`src/rtl/erle_pkg.sv`:
```
// shared types and constants for the escape run-length encoder
// no dependencies; imported by every module of the block
package erle_pkg;

    localparam logic [7:0] ESC_TOKEN     = 8'hFF;
    localparam logic [7:0] END_COUNT     = 8'h00;
    localparam logic [7:0] LITERAL_LIMIT = 8'd3;
    localparam logic [7:0] MAX_RUN_RESET = 8'd255;
    localparam int         QUEUE_DEPTH   = 4;

    // one finished run waiting to be written out
    typedef struct packed {
        logic       vld;
        logic [7:0] value;
        logic [7:0] len;
    } erle_run_t;

    // work for the back end from one item: closed run, flushed run, terminator
    typedef struct packed {
        erle_run_t run0;
        erle_run_t run1;
        logic      term;
    } erle_cmd_t;

    // queue status used for the input stall and by the back end
    typedef struct packed {
        logic full;
        logic empty;
    } erle_qstat_t;

endpackage

```
`src/rtl/erle_front.sv`:
```
// front end: run tracking, max run length register, command building
// depends on erle_pkg
module erle_front
    import erle_pkg::*;
(
    input  logic        clk,
    input  logic        rst_n,
    input  logic        cfg_wr_en,
    input  logic [7:0]  cfg_wr_data,
    input  logic        accept,
    input  logic [7:0]  data_byte,
    input  logic        byte_valid,
    input  logic        end_of_block,
    output logic        push,
    output erle_cmd_t   cmd
);

    logic [7:0] max_run_reg;
    logic [7:0] run_value_reg, run_value_next;
    logic [7:0] run_length_reg, run_length_next;
    logic       run_open_reg, run_open_next;
    logic [7:0] limit;
    logic       extend;
    logic [7:0] mid_value;
    logic [7:0] mid_length;
    logic       mid_open;

    // configuration register
    always_ff @(posedge clk or negedge rst_n)
    begin
        if (!rst_n)
        begin
            max_run_reg <= MAX_RUN_RESET;
        end
        else if (cfg_wr_en)
        begin
            max_run_reg <= cfg_wr_data;
        end
    end

    // run update and command for the item
    always_comb
    begin
        limit      = (max_run_reg == 8'd0) ? 8'd1 : max_run_reg;
        extend     = run_open_reg && (data_byte == run_value_reg) && (run_length_reg < limit);
        mid_value  = run_value_reg;
        mid_length = run_length_reg;
        mid_open   = run_open_reg;
        cmd        = '0;
        if (byte_valid)
        begin
            if (extend)
            begin
                mid_length = run_length_reg + 8'd1;
            end
            else
            begin
                cmd.run0.vld   = run_open_reg;
                cmd.run0.value = run_value_reg;
                cmd.run0.len   = run_length_reg;
                mid_value      = data_byte;
                mid_length     = 8'd1;
                mid_open       = 1'b1;
            end
        end
        run_value_next  = mid_value;
        run_length_next = mid_length;
        run_open_next   = mid_open;
        if (end_of_block)
        begin
            cmd.run1.vld    = mid_open;
            cmd.run1.value  = mid_value;
            cmd.run1.len    = mid_length;
            cmd.term        = 1'b1;
            run_value_next  = 8'd0;
            run_length_next = 8'd0;
            run_open_next   = 1'b0;
        end
        push = accept && (cmd.run0.vld || cmd.term);
    end

    // run state
    always_ff @(posedge clk or negedge rst_n)
    begin
        if (!rst_n)
        begin
            run_value_reg  <= 8'd0;
            run_length_reg <= 8'd0;
            run_open_reg   <= 1'b0;
        end
        else if (accept)
        begin
            run_value_reg  <= run_value_next;
            run_length_reg <= run_length_next;
            run_open_reg   <= run_open_next;
        end
    end

endmodule

```
`src/rtl/erle_queue.sv`:
```
// command queue between front and back ends
// depends on erle_pkg
module erle_queue
    import erle_pkg::*;
#(
    parameter int DEPTH = QUEUE_DEPTH
)
(
    input  logic        clk,
    input  logic        rst_n,
    input  logic        push,
    input  erle_cmd_t   push_cmd,
    input  logic        pop,
    output erle_cmd_t   head,
    output erle_qstat_t stat
);

    localparam int PW = (DEPTH > 1) ? $clog2(DEPTH) : 1;
    localparam int CW = $clog2(DEPTH + 1);
    localparam logic [PW-1:0] LAST_PTR = PW'(DEPTH - 1);
    localparam logic [CW-1:0] FULL_CNT = CW'(DEPTH);

    erle_cmd_t     slot_reg [DEPTH];
    logic [PW-1:0] wr_ptr_reg, rd_ptr_reg;
    logic [CW-1:0] count_reg;

    assign head       = slot_reg[rd_ptr_reg];
    assign stat.full  = (count_reg == FULL_CNT);
    assign stat.empty = (count_reg == '0);

    // storage
    always_ff @(posedge clk)
    begin
        if (push)
        begin
            slot_reg[wr_ptr_reg] <= push_cmd;
        end
    end

    // pointers and fill count
    always_ff @(posedge clk or negedge rst_n)
    begin
        if (!rst_n)
        begin
            wr_ptr_reg <= '0;
            rd_ptr_reg <= '0;
            count_reg  <= '0;
        end
        else
        begin
            if (push)
            begin
                wr_ptr_reg <= (wr_ptr_reg == LAST_PTR) ? '0 : wr_ptr_reg + PW'(1);
            end
            if (pop)
            begin
                rd_ptr_reg <= (rd_ptr_reg == LAST_PTR) ? '0 : rd_ptr_reg + PW'(1);
            end
            if (push && !pop)
            begin
                count_reg <= count_reg + CW'(1);
            end
            else if (pop && !push)
            begin
                count_reg <= count_reg - CW'(1);
            end
        end
    end

endmodule

```
`src/rtl/erle_back.sv`:
```
// back end: serialises queued commands into output bytes, output register
// depends on erle_pkg
module erle_back
    import erle_pkg::*;
(
    input  logic        clk,
    input  logic        rst_n,
    input  erle_cmd_t   head,
    input  erle_qstat_t stat,
    output logic        pop,
    output logic        out_valid,
    input  logic        out_stall,
    output logic [7:0]  out_byte,
    output logic        out_last
);

    logic [2:0] done_reg, done_next;
    logic [1:0] idx_reg, idx_next;
    logic       out_valid_reg;
    logic [7:0] out_byte_reg;
    logic       out_last_reg;
    logic [2:0] remain;
    logic [2:0] cur_bit;
    erle_run_t  cur_run;
    logic       esc;
    logic [1:0] seg_len;
    logic [7:0] byte_now;
    logic       last_now;
    logic       seg_end;
    logic       advance;

    // pick the current segment and its byte
    always_comb
    begin
        remain  = {head.term, head.run1.vld, head.run0.vld} & ~done_reg;
        cur_bit = 3'b100;
        cur_run = head.run1;
        if (remain[0])
        begin
            cur_bit = 3'b001;
            cur_run = head.run0;
        end
        else if (remain[1])
        begin
            cur_bit = 3'b010;
        end
        esc      = (cur_run.value == ESC_TOKEN) || (cur_run.len > LITERAL_LIMIT);
        seg_len  = cur_run.len[1:0];
        byte_now = cur_run.value;
        last_now = 1'b0;
        if (cur_bit[2])
        begin
            seg_len  = 2'd3;
            byte_now = (idx_reg == 2'd2) ? END_COUNT : ESC_TOKEN;
            last_now = (idx_reg == 2'd2);
        end
        else if (esc)
        begin
            seg_len = 2'd3;
            case (idx_reg)
                2'd0:    byte_now = ESC_TOKEN;
                2'd1:    byte_now = cur_run.value;
                default: byte_now = cur_run.len;
            endcase
        end
        seg_end = (idx_reg == seg_len - 2'd1);
        advance = !stat.empty && (!out_valid_reg || !out_stall);
        pop     = advance && seg_end && ((remain & ~cur_bit) == 3'b000);
        done_next = done_reg;
        idx_next  = idx_reg;
        if (advance)
        begin
            if (pop)
            begin
                done_next = 3'b000;
                idx_next  = 2'd0;
            end
            else if (seg_end)
            begin
                done_next = done_reg | cur_bit;
                idx_next  = 2'd0;
            end
            else
            begin
                idx_next = idx_reg + 2'd1;
            end
        end
    end

    // sequencer state and output register
    always_ff @(posedge clk or negedge rst_n)
    begin
        if (!rst_n)
        begin
            done_reg      <= 3'b000;
            idx_reg       <= 2'd0;
            out_valid_reg <= 1'b0;
        end
        else
        begin
            done_reg <= done_next;
            idx_reg  <= idx_next;
            if (advance)
            begin
                out_valid_reg <= 1'b1;
            end
            else if (!out_stall)
            begin
                out_valid_reg <= 1'b0;
            end
        end
    end

    // output payload
    always_ff @(posedge clk)
    begin
        if (advance)
        begin
            out_byte_reg <= byte_now;
            out_last_reg <= last_now;
        end
    end

    assign out_valid = out_valid_reg;
    assign out_byte  = out_byte_reg;
    assign out_last  = out_last_reg;

endmodule

```
`src/rtl/escape_rle_encoder_core.sv`:
```
// Escape run-length encoder, top level.
// Input channel: in_valid / in_stall with data_byte, byte_valid, end_of_block.
// An item is taken when in_valid is high and in_stall low; one item per cycle
// is taken while the command queue has room.
// Output channel: out_valid / out_stall with out_byte, out_last (set on the
// final terminator byte of a block).
// Configuration: cfg_wr_en / cfg_wr_data write max_run_length (0 acts as 1).
// A run is written as FF, value, length when the value is FF or the length is
// above 3, else as literal bytes; end of block adds FF FF 00.
// Path: an accepted item's command is written into the queue, and its first
// byte then goes from the queue head into the output register.
// Throughput: one output byte per cycle while the queue holds work and
// out_stall is low; an item causes 0 to 9 bytes, so the input rate is set by
// the output byte count and the queue depth (QUEUE_DEPTH commands).
// Reset: max_run_length returns to 255, the run state and queue are emptied.
// While out_stall is high with out_valid set, the output byte holds and the
// back end waits; the front keeps taking items until the queue fills.
// depends on erle_pkg, erle_front, erle_queue, erle_back
module escape_rle_encoder_core
    import erle_pkg::*;
#(
    parameter int QDEPTH = QUEUE_DEPTH
)
(
    input  logic       clk,
    input  logic       rst_n,
    input  logic       cfg_wr_en,
    input  logic [7:0] cfg_wr_data,
    input  logic       in_valid,
    output logic       in_stall,
    input  logic [7:0] data_byte,
    input  logic       byte_valid,
    input  logic       end_of_block,
    output logic       out_valid,
    input  logic       out_stall,
    output logic [7:0] out_byte,
    output logic       out_last
);

    erle_qstat_t q_stat;
    erle_cmd_t   push_cmd;
    erle_cmd_t   head;
    logic        push;
    logic        pop;
    logic        accept;

    assign in_stall = q_stat.full;
    assign accept   = in_valid && !q_stat.full;

    // run tracking
    erle_front u_front (
        .clk          (clk),
        .rst_n        (rst_n),
        .cfg_wr_en    (cfg_wr_en),
        .cfg_wr_data  (cfg_wr_data),
        .accept       (accept),
        .data_byte    (data_byte),
        .byte_valid   (byte_valid),
        .end_of_block (end_of_block),
        .push         (push),
        .cmd          (push_cmd)
    );

    // command queue
    erle_queue #(
        .DEPTH (QDEPTH)
    ) u_queue (
        .clk      (clk),
        .rst_n    (rst_n),
        .push     (push),
        .push_cmd (push_cmd),
        .pop      (pop),
        .head     (head),
        .stat     (q_stat)
    );

    // byte serialiser
    erle_back u_back (
        .clk       (clk),
        .rst_n     (rst_n),
        .head      (head),
        .stat      (q_stat),
        .pop       (pop),
        .out_valid (out_valid),
        .out_stall (out_stall),
        .out_byte  (out_byte),
        .out_last  (out_last)
    );

`ifndef NO_ASSERTIONS
    a_last_is_end_count: assert property (@(posedge clk) disable iff (!rst_n)
        out_valid && out_last |-> out_byte == END_COUNT)
        else $error("terminator byte is not the end count");

    a_queue_status: assert property (@(posedge clk) disable iff (!rst_n)
        !(q_stat.full && q_stat.empty))
        else $error("queue reported full and empty together");

    a_pop_nonempty: assert property (@(posedge clk) disable iff (!rst_n)
        pop |-> !q_stat.empty)
        else $error("queue popped while empty");
`endif

endmodule
```
`config.mk`:
```
export PLATFORM = sky130hd
export DESIGN_NAME = escape_rle_encoder_core
export DESIGN_NICKNAME = d
export VERILOG_FILES = /design/src/rtl/erle_pkg.sv /design/src/rtl/erle_front.sv /design/src/rtl/erle_queue.sv /design/src/rtl/erle_back.sv /design/src/rtl/escape_rle_encoder_core.sv
export SDC_FILE = /design/constraint.sdc
export NUM_CORES = 1
export LEC_CHECK = 0
export BUFFER_PORTS_ARGS = -buffer_cell sky130_fd_sc_hd__buf_2
export CORE_ASPECT_RATIO = 0.75
export CORE_MARGIN = 1.5
export CORE_UTILIZATION = 40
export DETAILED_ROUTE_END_ITERATION = 7
export PLACE_DENSITY = 0.55
export REMOVE_ABC_BUFFERS = 1
export SETUP_SLACK_MARGIN = 0.2
export SLEW_MARGIN = 20
export SYNTH_ARGS = -nofsm -noshare
export SYNTH_HDL_FRONTEND = slang
export SYNTH_SLANG_ARGS = --single-unit
```
`constraint.sdc`:
```
create_clock -name clk -period 4.3 [get_ports clk]
set_input_delay 0.215 -clock clk [delete_from_list [all_inputs] [get_ports clk]]
set_output_delay 0.215 -clock clk [all_outputs]
set_load 0.03 [all_outputs]
```
==> impl_metrics.yaml <==
timing:
  finalCritPeriodShare: 0.8997
  tightest_slew_ns: 0.9878
  rsz0062_at_grt: "false"
  fin_crit_ns: 3.869
  setup_viol: 0
  fin_setup_tns_ns: 0
  slew_headroom: 0.3415
  drv_slew: 0
  fmax_mhz: 258.5
  hold_violations: 0
  fin_skew_ns: 0.009802
power_and_ir_drop:
  pwr-share-seq: 0.409
  p_per_area_mw_per_mm2: 627.4
  p_clk_frac: 0.256
  p_sw_frac: 0.3359
  p_comb_frac: 0.334
  p_leak_nw: 3.525
  peakVddDrop_uv: 347.2
  p_int_mw: 4.008
  p_sw_mw: 2.028
grt:
  grt_pass1_wl_mm: 28.03
  grtUsageTotal: 0.1774
  antenna_found_initial: 0
  first_global_vias: 4775
  grt_max_degree: 39
  gr-total-overflow: 0
cts:
  clk_latency_ns: 0.43
  cts_root_buf: "clkbuf_16"
  path_clk_slew_ns: 0.07
  cts_buffer_depth: 2
  numClockSinks: 187
  cts_max_level: 4
  cts_tree: "done"
  numCtsBuffers: 17
  cts_setup_buffers: 0
critical_path:
  start_kind: "flop"
  path_class: "reg2reg"
  cp.arrival_ns: 4.19
  crit_required_ns: 4.63
  cp-end-kind: "flop"
  worstPathMaxFanout: 29
synth:
  synth.distinct_cells: 59
  synth_edf_count: 149
  postSynthCellCount: 530
  avgSynthCellArea_sq_um: 15.89
  async_flop_share: 0.2032
  ys_dominant_reg_cell: "edfxtp_1"
  synth_seq_cells: 187
  syn_area_sq_mm: 0.008419
  synth-seq-area-share: 0.6456
  synth_warnings: 0
detailed_routing:
  wirelength_mm: 18.02
  ant_nets: 0
  drcViolationCount: 0
  wl_per_cell_um: 20.49
  via_per_inst: 5.289
  drt_first_pass_iters: 4
  vias: 4649
  dr.first_iter.drc_count: 395
final_layout:
  final_nets: 625
  design_area_sq_mm: 0.009620
  area_growth_pct: 14.27
  antennaDiodeCount: 0
  largest_reg_flops: 140
  drive_gt1_frac: 0.2094
floorplanning:
  die_x_um: 170.5
  ios: 34
  rows: 45
  initial_core_util: 0.4119
  fp.dieH_um: 128.6
  die_area_sq_mm: 0.02194
  fp.coreArea_sq_mm: 0.02044
placed_design:
  numPortBuffers: 33
  post_dp_cell_area_sq_mm: 0.008950
  gp_congestion: 0.8077
  hpwlAfterDp_mm: 11.79
flow_run:
  drv_cap: 0
hold_path:
  hold_class: "in2reg"
outcome:
  status: "completed"
## cell type report
type,count,area [sq um]
Timing Repair Buffer,57,377.9
Multi-Input combinational cell,300,2791
Inverter,21,78.83
Clock buffer,17,425.4
Fill cell,1756,10820
Clock inverter,15,157.7
Tap cell,282,352.8
Sequential cell,187,5436
## synth_stat cells, types with 2 or more instances
cell type / n / area share
a211oi_1: 3 / 0.0027
a21o_1: 2 / 0.0018
a21oi_1: 18 / 0.011
a221o_1: 2 / 0.0024
a32o_1: 10 / 0.012
and2_1: 22 / 0.016
buf_1: 4 / 0.0018
buf_4: 2 / 0.0018
buf_6: 4 / 0.0053
clkbuf_1: 11 / 0.0049
dfrtp_1: 30 / 0.089
dfstp_2: 8 / 0.025
edfxtp_1: 149 / 0.53
ha_1: 17 / 0.025
inv_1: 21 / 0.0094
mux2_1: 2 / 0.0027
mux2_2: 5 / 0.0067
mux2i_1: 31 / 0.037
mux4_1: 22 / 0.069
mux4_2: 12 / 0.032
nand2_1: 28 / 0.012
nand2b_1: 4 / 0.0030
nand3_1: 8 / 0.0048
nand4_1: 5 / 0.0037
nor2_1: 23 / 0.010
nor2b_1: 3 / 0.0022
nor3_1: 8 / 0.0048
o21a_1: 10 / 0.0089
o21ai_0: 16 / 0.0095
o21bai_1: 2 / 0.0018
o22ai_1: 3 / 0.0022
or2_2: 6 / 0.0045
or3_1: 2 / 0.0015
xnor2_1: 11 / 0.011
xor2_1: 2 / 0.0021
## power by group through the flow
stage / logic (mW) / registers (mW) / clock network, mW
2_1_floorplan: 1.20 / 2.65 / 0
6_report: 2.02 / 2.47 / 1.55
3_5_place_dp: 2.01 / 2.51 / 0
3_3_place_gp: 1.99 / 2.49 / 0
5_1_grt: 2.20 / 2.50 / 1.65
4_1_cts: 2.02 / 2.47 / 1.58
## cell families after synthesis
| group | count (synthesis) | share of synthesized area |
|---|---|---|
| compound gates | 78 | 0.06792 |
| xor+xnor | 13 | 0.01352 |
| fa+ha+maj | 18 | 0.02764 |
| buf+inv | 43 | 0.02378 |
| flops | 187 | 0.6456 |
| mux | 73 | 0.1486 |
| simple gates | 118 | 0.07297 |
## metal layers
metal | global-route usage | routed length (um) | part of all wire | vias up
li1 | - | - | - | 2175
met1 | 0.2508 | 8851 | 0.49 | 2391
met2 | 0.2764 | 8321 | 0.46 | 68
met3 | 0.03906 | 657 | 0.036 | 15
met4 | 0.05310 | 185 | 0.010 | 0
met5 | 0 | 0 | 0 | -
## layout by cell type (no fill, tap or decap), types with 3 or more instances in the layout
| master | instances |
|---|---|
| mux4_1 | 22 |
| nand2_1 | 28 |
| nand2b_1 | 4 |
| inv_8 | 3 |
| a21oi_1 | 18 |
| nand3_1 | 8 |
| nand4_1 | 5 |
| clkbuf_16 | 17 |
| buf_2 | 33 |
| mux2i_1 | 29 |
| o21ai_0 | 16 |
| and2_1 | 22 |
| nor2_1 | 23 |
| buf_4 | 15 |
| clkinv_4 | 5 |
| nor3_1 | 8 |
| mux4_2 | 12 |
| or2_2 | 6 |
| mux2_2 | 5 |
| a32o_1 | 10 |
| ha_1 | 17 |
| inv_6 | 4 |
| dlygate4sd3_1 | 8 |
| o22ai_1 | 3 |
| inv_1 | 21 |
| nor2b_1 | 3 |
| mux2i_2 | 3 |
| dfstp_2 | 8 |
| o21a_1 | 10 |
| a211oi_1 | 3 |
| edfxtp_1 | 149 |
| xnor2_1 | 11 |
| dfrtp_1 | 29 |
## stage by stage
| stage | power (mW) | cells | utilization | setup WS [ns] | hold WS, ns |
|---|---|---|---|---|---|
| detailed placement | 4.518 | 839 | 0.4379 | 0.4024 | 0.4339 |
| global route | 6.349 | 879 | 0.4707 | 0.2069 | 0.006690 |
| finish | 6.036 | 879 | 0.4707 | 0.4312 | 0.02177 |
| CTS | 6.075 | 879 | 0.4703 | 0.3912 | 0.005954 |
| floorplan | 3.850 | 508 | - | -0.6567 | -0.08059 |
| global placement | 4.484 | 839 | 0.4379 | 0.4673 | 0.4234 |
## critical path, cell delays in order, from the launching register on
cell,delay (ns)
dfrtp_2,0.45
buf_12,0.25
mux4_1,0.60
mux2i_1,0.31
nor4_2,0.14
a2111oi_4,0.50
nand3_2,0.20
a22oi_4,0.26
inv_1,0.07
ha_1,0.21
inv_1,0.07
fa_1,0.39
mux2_2,0.26
## worst paths after layout
path / from / end / slack [ns] / depth (start not counted)
worst min-delay path: cfg_wr_data[3] / u_front.max_run_reg[3] / 0.02 / 3
worst max register to register: u_queue.rd_ptr_reg[0] / u_queue.count_reg[1] / 0.43 / 12
worst max-delay path: u_queue.rd_ptr_reg[0] / u_queue.count_reg[1] / 0.43 / 12
max in group asynchronous: rst_n / u_queue.rd_ptr_reg[0] / 3.13 / 2
worst min register to register: u_queue.count_reg[2] / u_queue.count_reg[2] / 0.49 / 1
min in group asynchronous: rst_n / u_queue.wr_ptr_reg[1] / 0.48 / 2
## repair_timing
item,4_1_cts,5_1_grt
resized for setup,0,2
setup endpoints to repair,0,1
hold buffers,8,0
hold endpoints to repair,37,0
No activity file was read; power rests on OpenSTA's default activity.
